<file path="config.mk">
export PLATFORM = sky130hd
export DESIGN_NAME = fbca_ctrl
export DESIGN_NICKNAME = d
export VERILOG_FILES = /design/src/design/fbca_pkg.sv /design/src/design/fbca_ctrl.sv
export SDC_FILE = /design/constraint.sdc
export NUM_CORES = 1
export LEC_CHECK = 0
export BUFFER_PORTS_ARGS = -buffer_cell sky130_fd_sc_hd__buf_2
export CELL_PAD_IN_SITES_DETAIL_PLACEMENT = 0
export CELL_PAD_IN_SITES_GLOBAL_PLACEMENT = 1
export CORE_AREA = 2 2 124 126
export DETAILED_ROUTE_END_ITERATION = 16
export DIE_AREA = 0 0 126 128
export PLACE_DENSITY_LB_ADDON = 0.2
export SLEW_MARGIN = 30
export SYNTH_ARGS = -nofsm -noshare
export SYNTH_HDL_FRONTEND = slang
export SYNTH_SLANG_ARGS = --single-unit
</file>
<file path="constraint.sdc">
create_clock -name clk -period 6.73 [get_ports clk]
set_input_delay 1.0095 -clock clk [delete_from_list [all_inputs] [get_ports clk]]
set_output_delay 1.0095 -clock clk [all_outputs]
set_load 0.03 [all_outputs]
</file>
<file path="src/design/fbca_pkg.sv">
// Shared types and constants for the block chain allocator.
package fbca_pkg;

	localparam int NUM_BLOCKS  = 1024;
	localparam int BLK_W       = 10;
	localparam int CNT_W       = 11;
	localparam int LINK_W      = 16;
	localparam int BLOCK_BYTES = 512;
	localparam int BB_SH       = $clog2(BLOCK_BYTES);
	localparam int SIZE_W      = 19;

	localparam logic [LINK_W-1:0] LINK_FREE = 16'hffff;
	localparam logic [LINK_W-1:0] LINK_END  = 16'hfffe;

	localparam logic [1:0] ACT_ALLOC   = 2'd0;
	localparam logic [1:0] ACT_RELEASE = 2'd1;
	localparam logic [1:0] ACT_CLEAR   = 2'd2;

	typedef enum logic [1:0] {
		STAT_OK         = 2'd0,
		STAT_TOO_LARGE  = 2'd1,
		STAT_ZERO_SIZE  = 2'd2,
		STAT_START_FREE = 2'd3
	} status_t;

	typedef enum logic [2:0] {
		ST_CLEAR,
		ST_IDLE,
		ST_ALLOC,
		ST_ALLOC_END,
		ST_REL_WALK,
		ST_RESP
	} state_t;

	typedef struct packed {
		logic [1:0]        action;
		logic [SIZE_W-1:0] size_bytes;
		logic [BLK_W-1:0]  start_block;
	} cmd_t;

	typedef struct packed {
		status_t          status;
		logic [BLK_W-1:0] first_block;
		logic [CNT_W-1:0] free_count;
	} res_t;

	typedef struct packed {
		logic              we;
		logic [BLK_W-1:0]  waddr;
		logic [LINK_W-1:0] wdata;
		logic              re;
		logic [BLK_W-1:0]  raddr;
	} ram_req_t;

endpackage

</file>
<file path="src/design/fbca_ctrl.sv">
// Sequencer for allocate, release and clear over the link table RAM.
module fbca_ctrl (
	input  logic                      clk,
	input  logic                      arst_n,
	input  logic                      cmd_valid,
	output logic                      cmd_ready,
	input  fbca_pkg::cmd_t            cmd,
	output logic                      res_valid,
	input  logic                      res_take,
	output fbca_pkg::res_t            res,
	output fbca_pkg::ram_req_t        ram_req,
	input  logic [fbca_pkg::LINK_W-1:0] ram_rdata
);
	import fbca_pkg::*;

	localparam int SZ1_W = SIZE_W + 1;

	state_t             state_q, state_d;
	logic [CNT_W-1:0]   scan_q, need_q, found_q, steps_q, free_q;
	logic [BLK_W-1:0]   prev_q, head_q, clr_q;
	logic               first_q, clr_resp_q;
	status_t            status_q;
	logic               rd_v_s1, hit_s1;
	logic [BLK_W-1:0]   rd_addr_s1;
	logic [LINK_W-1:0]  fwd_s1;

	logic [LINK_W-1:0]  link;
	logic [SZ1_W-1:0]   size_ext, need_sum, cap_bytes;
	logic [CNT_W-1:0]   need;
	logic               accept, size_zero, too_large;
	logic               is_free, alloc_hit, alloc_last, alloc_out;
	logic               rel_stop, rel_step, rel_end;
	logic               clr_done;

	// same-cycle write to the address being read: take the written word
	assign link      = hit_s1 ? fwd_s1 : ram_rdata;
	assign is_free   = (link == LINK_FREE);

	assign accept    = (state_q == ST_IDLE) && cmd_valid;
	assign size_ext  = SZ1_W'(cmd.size_bytes);
	assign size_zero = (cmd.size_bytes == '0);
	assign cap_bytes = {free_q, BB_SH'(0)};
	assign too_large = !(size_ext < cap_bytes);
	assign need_sum  = size_ext + SZ1_W'(BLOCK_BYTES - 1);
	assign need      = need_sum[SZ1_W-1:BB_SH];

	assign alloc_hit  = (state_q == ST_ALLOC) && rd_v_s1 && is_free;
	assign alloc_last = alloc_hit && ((found_q + CNT_W'(1)) == need_q);
	assign alloc_out  = (state_q == ST_ALLOC) && !rd_v_s1
		&& (scan_q == CNT_W'(NUM_BLOCKS));

	assign rel_stop = (state_q == ST_REL_WALK) && is_free;
	assign rel_step = (state_q == ST_REL_WALK) && !is_free;
	assign rel_end  = rel_step && ((link >= LINK_W'(NUM_BLOCKS))
		|| ((steps_q + CNT_W'(1)) == CNT_W'(NUM_BLOCKS)));

	assign clr_done = (clr_q == BLK_W'(NUM_BLOCKS - 1));

	// next state
	always_comb begin
		state_d = state_q;
		case (state_q)
			ST_CLEAR: begin
				if (clr_done) begin
					state_d = clr_resp_q ? ST_RESP : ST_IDLE;
				end
			end
			ST_IDLE: begin
				if (cmd_valid) begin
					case (cmd.action)
						ACT_ALLOC: begin
							state_d = (size_zero || too_large) ? ST_RESP : ST_ALLOC;
						end
						ACT_RELEASE: state_d = ST_REL_WALK;
						ACT_CLEAR:   state_d = ST_CLEAR;
						default:     state_d = ST_RESP;
					endcase
				end
			end
			ST_ALLOC: begin
				if (alloc_last || alloc_out) begin
					state_d = ST_ALLOC_END;
				end
			end
			ST_ALLOC_END: state_d = ST_RESP;
			ST_REL_WALK: begin
				if (rel_stop || rel_end) begin
					state_d = ST_RESP;
				end
			end
			ST_RESP: begin
				if (res_take) begin
					state_d = ST_IDLE;
				end
			end
			default: state_d = ST_IDLE;
		endcase
	end

	// outputs and RAM requests
	always_comb begin
		ram_req   = '0;
		cmd_ready = (state_q == ST_IDLE);
		res_valid = (state_q == ST_RESP);
		res       = '{status: status_q, first_block: head_q, free_count: free_q};
		case (state_q)
			ST_CLEAR: begin
				ram_req.we    = 1'b1;
				ram_req.waddr = clr_q;
				ram_req.wdata = LINK_FREE;
			end
			ST_IDLE: begin
				ram_req.re    = cmd_valid && (cmd.action == ACT_RELEASE);
				ram_req.raddr = cmd.start_block;
			end
			ST_ALLOC: begin
				// link the previous block to the one just found
				ram_req.we    = alloc_hit && (found_q != '0);
				ram_req.waddr = prev_q;
				ram_req.wdata = LINK_W'(rd_addr_s1);
				ram_req.re    = (scan_q != CNT_W'(NUM_BLOCKS));
				ram_req.raddr = scan_q[BLK_W-1:0];
			end
			ST_ALLOC_END: begin
				ram_req.we    = (found_q != '0);
				ram_req.waddr = prev_q;
				ram_req.wdata = LINK_END;
			end
			ST_REL_WALK: begin
				ram_req.we    = rel_step;
				ram_req.waddr = rd_addr_s1;
				ram_req.wdata = LINK_FREE;
				ram_req.re    = rel_step && !rel_end;
				ram_req.raddr = link[BLK_W-1:0];
			end
			default: ;
		endcase
	end

	// control state
	always_ff @(posedge clk or negedge arst_n) begin
		if (!arst_n) begin
			state_q    <= ST_CLEAR;
			clr_q      <= '0;
			clr_resp_q <= 1'b0;
			free_q     <= CNT_W'(NUM_BLOCKS);
			rd_v_s1    <= 1'b0;
		end else begin
			state_q <= state_d;
			rd_v_s1 <= ram_req.re;
			if (state_q == ST_CLEAR) begin
				clr_q <= clr_q + BLK_W'(1);
				if (clr_done) begin
					free_q <= CNT_W'(NUM_BLOCKS);
				end
			end
			if (accept && (cmd.action == ACT_CLEAR)) begin
				clr_q      <= '0;
				clr_resp_q <= 1'b1;
			end
			if (alloc_hit && (free_q != '0)) begin
				free_q <= free_q - CNT_W'(1);
			end
			if (rel_step) begin
				free_q <= free_q + CNT_W'(1);
			end
		end
	end

	// working registers
	always_ff @(posedge clk) begin
		rd_addr_s1 <= ram_req.raddr;
		hit_s1     <= ram_req.re && ram_req.we && (ram_req.raddr == ram_req.waddr);
		fwd_s1     <= ram_req.wdata;
		if (accept) begin
			need_q   <= need;
			found_q  <= '0;
			scan_q   <= '0;
			steps_q  <= '0;
			head_q   <= '0;
			first_q  <= 1'b1;
			status_q <= STAT_OK;
			if (cmd.action == ACT_ALLOC) begin
				if (size_zero) begin
					status_q <= STAT_ZERO_SIZE;
				end else if (too_large) begin
					status_q <= STAT_TOO_LARGE;
				end
			end
		end
		if ((state_q == ST_ALLOC) && ram_req.re) begin
			scan_q <= scan_q + CNT_W'(1);
		end
		if (alloc_hit) begin
			if (found_q == '0) begin
				head_q <= rd_addr_s1;
			end
			prev_q  <= rd_addr_s1;
			found_q <= found_q + CNT_W'(1);
		end
		if (rel_step) begin
			steps_q <= steps_q + CNT_W'(1);
			first_q <= 1'b0;
		end
		if (rel_stop && first_q) begin
			status_q <= STAT_START_FREE;
		end
	end

endmodule

</file>
# ---- Word level (Yosys, flattened, before mapping)
# Index checks and enable logic that the tools add are counted.
dict set report word_totals {
  ff_bits 120
  input_bits 51
  out_inout_bits 63
  wordCells 112
}
dict set report classes {
  n_addsub 7
  order_cmp 2
  eq_ne 19
  mux 28
  reduce_logical 40
}
# op count
set ops {}
lappend ops {{27-bit one-hot mux with 4 select lines} 1}
lappend ops {{11-bit two-way mux} 8}
lappend ops {{10-bit two-way mux} 5}
lappend ops {{11-bit by 1-bit adder with 11-bit output, second input constant} 4}
lappend ops {{11-bit one-hot mux with 3 select lines} 1}
lappend ops {{11-bit == test, second input constant} 2}
lappend ops {{11-bit nonzero test} 2}
lappend ops {{3-bit two-way mux} 7}
lappend ops {{19-bit by 9-bit adder with 20-bit output, second input constant} 1}
lappend ops {{19-bit by 20-bit less-than comparator with 1-bit output} 1}
lappend ops {{19-bit zero test} 1}
lappend ops {{1-bit logical AND} 18}
lappend ops {{3-bit one-hot mux with 6 select lines} 1}
lappend ops {{16-bit == test, second input constant} 1}
lappend ops {{16-bit by 11-bit >= comparator with 1-bit output, second input constant} 1}
lappend ops {{16-bit two-way mux} 1}
lappend ops {{11-bit == test} 1}
lappend ops {{11-bit zero test} 1}
lappend ops {{11-bit inequality test, second input constant} 1}
lappend ops {{11-bit by 1-bit subtractor with 11-bit output, second input constant} 1}
lappend ops {{10-bit by 1-bit adder with 10-bit output, second input constant} 1}
lappend ops {{10-bit == test} 1}
lappend ops {{10-bit == test, second input constant} 1}
lappend ops {{3-bit one-hot mux with 3 select lines} 1}
lappend ops {{17 further kinds} 33}

# ---- Longest topological paths before layout
# Gate-level depths: netlist (run 1).
dict set report depth {
  depth_word 10
  depth_mapped 10
  mapped_depth_nobuf 8
}

# ---- Worst setup path before layout (run 1)
# OpenSTA, ideal clock, no wires.
dict set report synth_timing {
  kind {input port to output port}
  from {input port ram_rdata[12] in the netlist's numbering}
  to {output port ram_req[10] in the netlist's numbering}
  t_arrival_ns 2.406
  required_time_ns 5.720
  setup_slack_ns 3.314
  cell_stages 5
  n_path_buf 0
  path_cell_list {or4_1 o41ai_1 nand3_1 o221a_2 inv_1}
}
# item line_no
set synth_lines {}
lappend synth_lines {{start, declared} fbca_ctrl.sv:12} ;# input logic [fbca_pkg::LINK_W-1:0] ram_rdata
lappend synth_lines {{end, declared} fbca_ctrl.sv:11} ;# output fbca_pkg::ram_req_t ram_req,

==> flow_summary.ini, run 1 <==
[routing]
via_per_inst = 5.924
dr.first_iter.drc_count = 502
routed_wl_um = 19480
drc_errors = 0
vias = 6119
firstDrtPassIters = 5
postRouteAntennaNets = 0
wl_per_cell_um = 18.85

[run_status]
outcome = completed

[clock_tree]
tritoncts = yes
hold_buffers = 0
numClockSinks = 115
post_cts.repair.setup_buffers = 0
clock_latency_ns = 0.42
cts_buffers = 17
htreeDepth = 4
clk_pin_slew_worst_paths_ns = 0.06
cts-root-buf = clkbuf_16
clockBufferDepth = 2
ctsResizeCount = 0

[synthesis]
ys_async_sr_fraction = 0.2261
synth-seq-cells = 115
synthesis.area_um2 = 6832
yosysWarnings = 0
synthFlopType = edfxtp_1
synth_edf_count = 54
synth_cell_type_count = 77
synthCells = 733
synth.avg_cell_area_um2 = 9.320
seq_area_frac_synth = 0.4353
syn-num-nets = 801

[worst_setup_path]
worstSetupEndpoint = ram_req[10]
crit_required_ns = 5.72
cp-end-kind = primary output
crit_chain = and2b_1 -> nand2_1 -> inv_1 -> nand2_1 -> o221a_2 -> inv_1 -> buf_2
rr_endpoint = steps_q[10]
reg2reg_slack_ns = 3.48
critical_path.slowest_cell = dfrtp_2
crit_type = flip-flop to primary output
path_max_fanout = 42
startpoint = state_q[0]
worst-path-buf-inv = 3
cp.depth = 7
r2r-start = hit_s1
crit_arrival_ns = 3.13
worstRegToRegCells = 5
crit_family = simple AND/OR/NAND/NOR gates
cp-start-kind = flip-flop
cpPeakStageDelay_ns = 0.77

[sta]
fin_skew_ns = 0.009763
fmax_mhz = 241.8
fin_setup_tns_ns = 0
setup_viol = 0
tightest_slew_ns = 0.8842
drv_slew = 0
timing_hold_violations_final = 0
rsz0062_at_grt = no
min_period_over_period = 0.6145
fin_crit_ns = 4.136
slew_headroom = 0.3953
fin_ws_ns = 2.594

[global_route]
grt_use_met1 = 0.3444
grt_util_all_layers = 0.2436
grt_pass1_wl_um = 30680
grtUsageMet3 = 0.05509
gr-usage-met2 = 0.3716
antenna_found_initial = 0
grt_max_degree = 51
grt_pass1_vias = 5763
gr-total-overflow = 0
top_usage_layer = met2

[die]
die-area_um2 = 16130
io_pins = 114
rows = 45
start_util = 0.4596
die_h_um = 128
die_w_um = 126
coreArea_um2 = 14860

[placed_design]
gp_congestion = 0.8647
pre_cts_ws_ns = 2.651
dpl.hpwl_um = 14530
placed_area_um2 = 7470
port_buffers = 113

[flow_run]
cap_violations = 0

[cells_and_area]
area_growth_pct = 18.00
diodes = 0
multi_input_area_um2 = 3562
drive_gt1_frac = 0.2095
fin_area_um2 = 8061
seq_area_um2 = 2975
fin_nets = 900
fillers = 1373

[hold_path]
hold_path_class = flip-flop to flip-flop

[power_and_ir_drop]
p_per_area_nw_per_um2 = 460.8
ir_worst_vdd_mv = 0.2245
p_leak_nw = 3.319
==> power by group <==
part,switching [mW],total (mW),internal (mW)
Clock,0.338,0.899,0.561
Sequential,0.295,1.28,0.988
Combinational,1.02,1.53,0.514
Total,1.65,3.71,2.06
==> synthesized netlist by cell type (7+ instances only) <==
master / n / area (µm²)
xnor2_1: 29 / 254.0
dfrtp_1: 25 / 625.6
inv_1: 28 / 105.1
o211ai_1: 10 / 75.07
nor3_1: 13 / 65.06
edfxtp_1: 54 / 1622
nand3b_1: 14 / 105.1
buf_2: 9 / 45.04
nand2_1: 83 / 311.6
a211o_1: 8 / 70.07
a22oi_1: 7 / 52.55
a21oi_1: 27 / 135.1
dfxtp_1: 35 / 700.7
nor2_1: 67 / 251.5
nand4_1: 18 / 112.6
nand2b_1: 8 / 50.05
a31oi_1: 10 / 62.56
nor3b_1: 11 / 82.58
ha_1: 17 / 212.7
xor2_1: 25 / 219.0
clkbuf_1: 16 / 60.06
mux2i_1: 8 / 80.08
buf_4: 7 / 52.55
and2_1: 12 / 75.07
and3_1: 14 / 87.58
nand3_1: 26 / 130.1
o22a_1: 7 / 61.31
o21ai_0: 41 / 205.2
nor4_1: 10 / 62.56
or2_2: 9 / 56.30
==> metrics by stage <==
| stage | util | cells | hold slack (ns) | power [mW] |
|---|---|---|---|---|
| 2_1_floorplan | - | 733 | 0.4394 | 2.345 |
| 3_3_place_gp | 0.5025 | 1001 | 0.4502 | 2.781 |
| 3_5_place_dp | 0.5025 | 1001 | 0.4523 | 2.808 |
| 4_1_cts | 0.5421 | 1033 | 0.4690 | 3.712 |
| 5_1_grt | 0.5423 | 1033 | 0.4980 | 3.919 |
| 6_report | 0.5423 | 1033 | 0.4669 | 3.715 |
==> worst min-delay path, delay by kind of cell, from the launching register on <==
kind / cells / cell delay, ns
AOI/OAI and AO/OA: 1 / 0.06
DFF: 1 / 0.31
and+or+nand+nor: 1 / 0.05
==> state kept, by name, summed over array words and instances, names as in the netlist <==
signal      count
found_q        11
free_q         11
fwd_s1         11
need_q         11
scan_q         11
steps_q        11
clr_q          10
head_q         10
prev_q         10
rd_addr_s1     10
state_q         3
status_q        2
clr_resp_q      1
first_q         1
hit_s1          1
rd_v_s1         1
==> cells by family after synthesis <==
logic type               count (synthesis)  synth area share
AND/OR/NAND/NOR                        315            0.2412
AO/OA/AOI/OAI                          154            0.1529
flip-flops                             115            0.4353
buffers and inverters                   65           0.04359
XOR/XNOR                                58           0.08242
adder cells (fa/ha/maj)                 17           0.03113
multiplexers                             9           0.01337
==> cells in the final DEF (no fill, tap or decap), drive strengths merged, types with 12 or more instances in the layout <==
master  count
a21oi      28
and2       13
and3       14
buf       117
clkbuf     21
dfrtp      25
dfxtp      35
edfxtp     54
ha         17
inv        33
nand2      83
nand3      27
nand3b     14
nand4      18
nor2       70
nor3       13
nor3b      12
o21ai      42
xnor2      29
xor2       25
==> metal layers <==
layer | share of wire | up-vias
li1 | - | 2874
met3 | 0.062 | 30
met5 | 0 | -
met1 | 0.47 | 3001
met4 | 0.021 | 0
met2 | 0.45 | 214
==> area by class of cell <==
| cell class | instances | area share |
|---|---|---|
| Clock inverter | 11 | 0.01180 |
| Sequential cell | 115 | 0.3691 |
| Multi-Input combinational cell | 553 | 0.4419 |
| Inverter | 28 | 0.01304 |
| Timing Repair Buffer | 117 | 0.07388 |
| Tap cell | 188 | 0.02918 |
| Clock buffer | 21 | 0.06115 |
==> worst min path at each step <==
stage | start | endpoint | slack [ns] | cells past startpoint
global route | head_q[9] | head_q[9] | 0.50 | 2
global placement | first_q | first_q | 0.45 | 1
detailed placement | head_q[4] | head_q[4] | 0.45 | 2
finish | head_q[4] | head_q[4] | 0.47 | 2
floorplan | clr_resp_q | clr_resp_q | 0.44 | 1
CTS | head_q[4] | head_q[4] | 0.47 | 2
Note: power is estimated with default switching activity, not from simulation.
==> run 2, diff against run 1 <==
Settings changed: CORE_AREA 2 2 124 126 to 2 2 128 130, DIE_AREA 0 0 126 128 to 0 0 130 132.
Clock period 6.73 ns to 4.2 ns, I/O delays scaled along.
==> flow_summary.ini, run 2 (synthesis results as in run 1) <==
[run_status]
outcome = completed

[die]
io_pins = 114
start_util = 0.4348
die-area_um2 = 17160
die_w_um = 130
coreArea_um2 = 15710
rows = 46
die_h_um = 132

[power_and_ir_drop]
p_leak_nw = 3.339
p_per_area_nw_per_um2 = 726.9
ir_worst_vdd_mv = 0.3814
p_total_mw = 5.897

[sta]
min_period_over_period = 0.8458
fin_skew_ns = 0.008557
timing_hold_violations_final = 0
fin_crit_ns = 3.552
fin_setup_tns_ns = 0
slew_headroom = 0.4544
setup_viol = 0
fmax_mhz = 281.5
timing.hold.ws_ns = 0.2254
rsz0062_at_grt = no
tightest_slew_ns = 0.8154
drv_slew = 0

[worst_setup_path]
cp-end-kind = primary output
rr_endpoint = free_q[10]
critical_path.slowest_cell = a2111oi_0
worstRegToRegCells = 8
crit_arrival_ns = 2.92
crit_required_ns = 3.57
crit_chain = ha_1 -> nand4_1 -> nor3_1 -> a2bb2oi_1 -> a2111oi_0 -> o221a_2 -> inv_1 -> buf_2
cp-start-kind = flip-flop
crit_type = flip-flop to primary output
cpPeakStageDelay_ns = 0.59
reg2reg_slack_ns = 1.17
r2r-start = free_q[1]
path_max_fanout = 6

[hold_path]
hold_path_class = input port to async pin

[global_route]
grt_util_all_layers = 0.2310
grt_max_degree = 30
gr-total-overflow = 0
grt_pass1_wl_um = 30750
antenna_found_initial = 0
grt_pass1_vias = 5682

[placed_design]
port_buffers = 113
dpl.hpwl_um = 14410
gp_congestion = 0.9236
placed_area_um2 = 7535

[cells_and_area]
layout_commonest_cell = buf_2
fillers = 1477
area_growth_pct = 18.75
most-common-layout-cells = buf_2, nand2_1, nor2_1, edfxtp_1, o21ai_0
fin_nets = 904
seq_area_um2 = 2974
multi_input_area_um2 = 3560
diodes = 0
drive_gt1_frac = 0.2097
fin_util = 0.5163
fin_area_um2 = 8113

[clock_tree]
hold_buffers = 0
numClockSinks = 115
tritoncts = yes
cts_buffers = 17
cts-root-buf = clkbuf_16
clockBufferDepth = 2
clk_pin_slew_worst_paths_ns = 0.06
ctsResizeCount = 0
htreeDepth = 4
post_cts.repair.setup_buffers = 0
clock_latency_ns = 0.42

[routing]
dr.first_iter.drc_count = 472
wl_per_cell_um = 18.07
postRouteAntennaNets = 0
via_per_inst = 5.620
vias = 5985
routed_wl_um = 19250
drc_errors = 0
firstDrtPassIters = 5

[flow_run]
cap_violations = 0
## run 2: how the worst max path moves through the flow
stage | startpoint | to | slack (ns) | depth (start not counted)
floorplan | state_q[1] | hit_s1 | 1.52 | 9
global placement | ram_rdata[12] | ram_req[10] | 1.06 | 7
detailed placement | ram_rdata[12] | ram_req[10] | 1.07 | 7
CTS | steps_q[0] | ram_req[10] | 0.62 | 8
global route | steps_q[2] | ram_req[10] | 0.50 | 7
finish | steps_q[0] | ram_req[10] | 0.65 | 8
## run 2: critical path: cells and delay by family (launching register included)
family                     cells  cell delay [ns]
DFF                            1             0.44
and+or+nand+nor                2             0.48
adders and majority gates      1             0.28
AOI/OAI and AO/OA              3             1.03
buffers and inverters          2             0.28
## run 2: final cells by class
type | instances | area share
multi-input cells | 553 | 0.4388
clock buffers | 24 | 0.06601
repair buffers | 121 | 0.07711
well taps | 216 | 0.03331
inverters | 28 | 0.01295
flip-flops and latches | 115 | 0.3666
clock inverters | 8 | 0.005244
## run 2: report_power, final
group	switching (mW)	internal (mW)	leakage [nW]
Sequential	0.441	1.58	1.13
Combinational	1.63	0.839	1.91
Clock	0.518	0.884	0.296
Total	2.59	3.31	3.34
## run 2: metal layers
| layer | vias to the layer above | part of all wire | track usage |
|---|---|---|---|
| met5 | - | 0 | 0 |
| met4 | 0 | 0.017 | 0.07826 |
| met3 | 28 | 0.049 | 0.04505 |
| met2 | 173 | 0.46 | 0.3444 |
| met1 | 2908 | 0.48 | 0.3350 |
| li1 | 2876 | - | - |
## run 2: through the flow
stage,worst slack [ns],instances
final,0.6478,1065
after global routing,0.4984,1065
after CTS,0.6167,1065
after detailed placement,1.070,1033
after global placement,1.060,1033
after floorplan,1.517,733
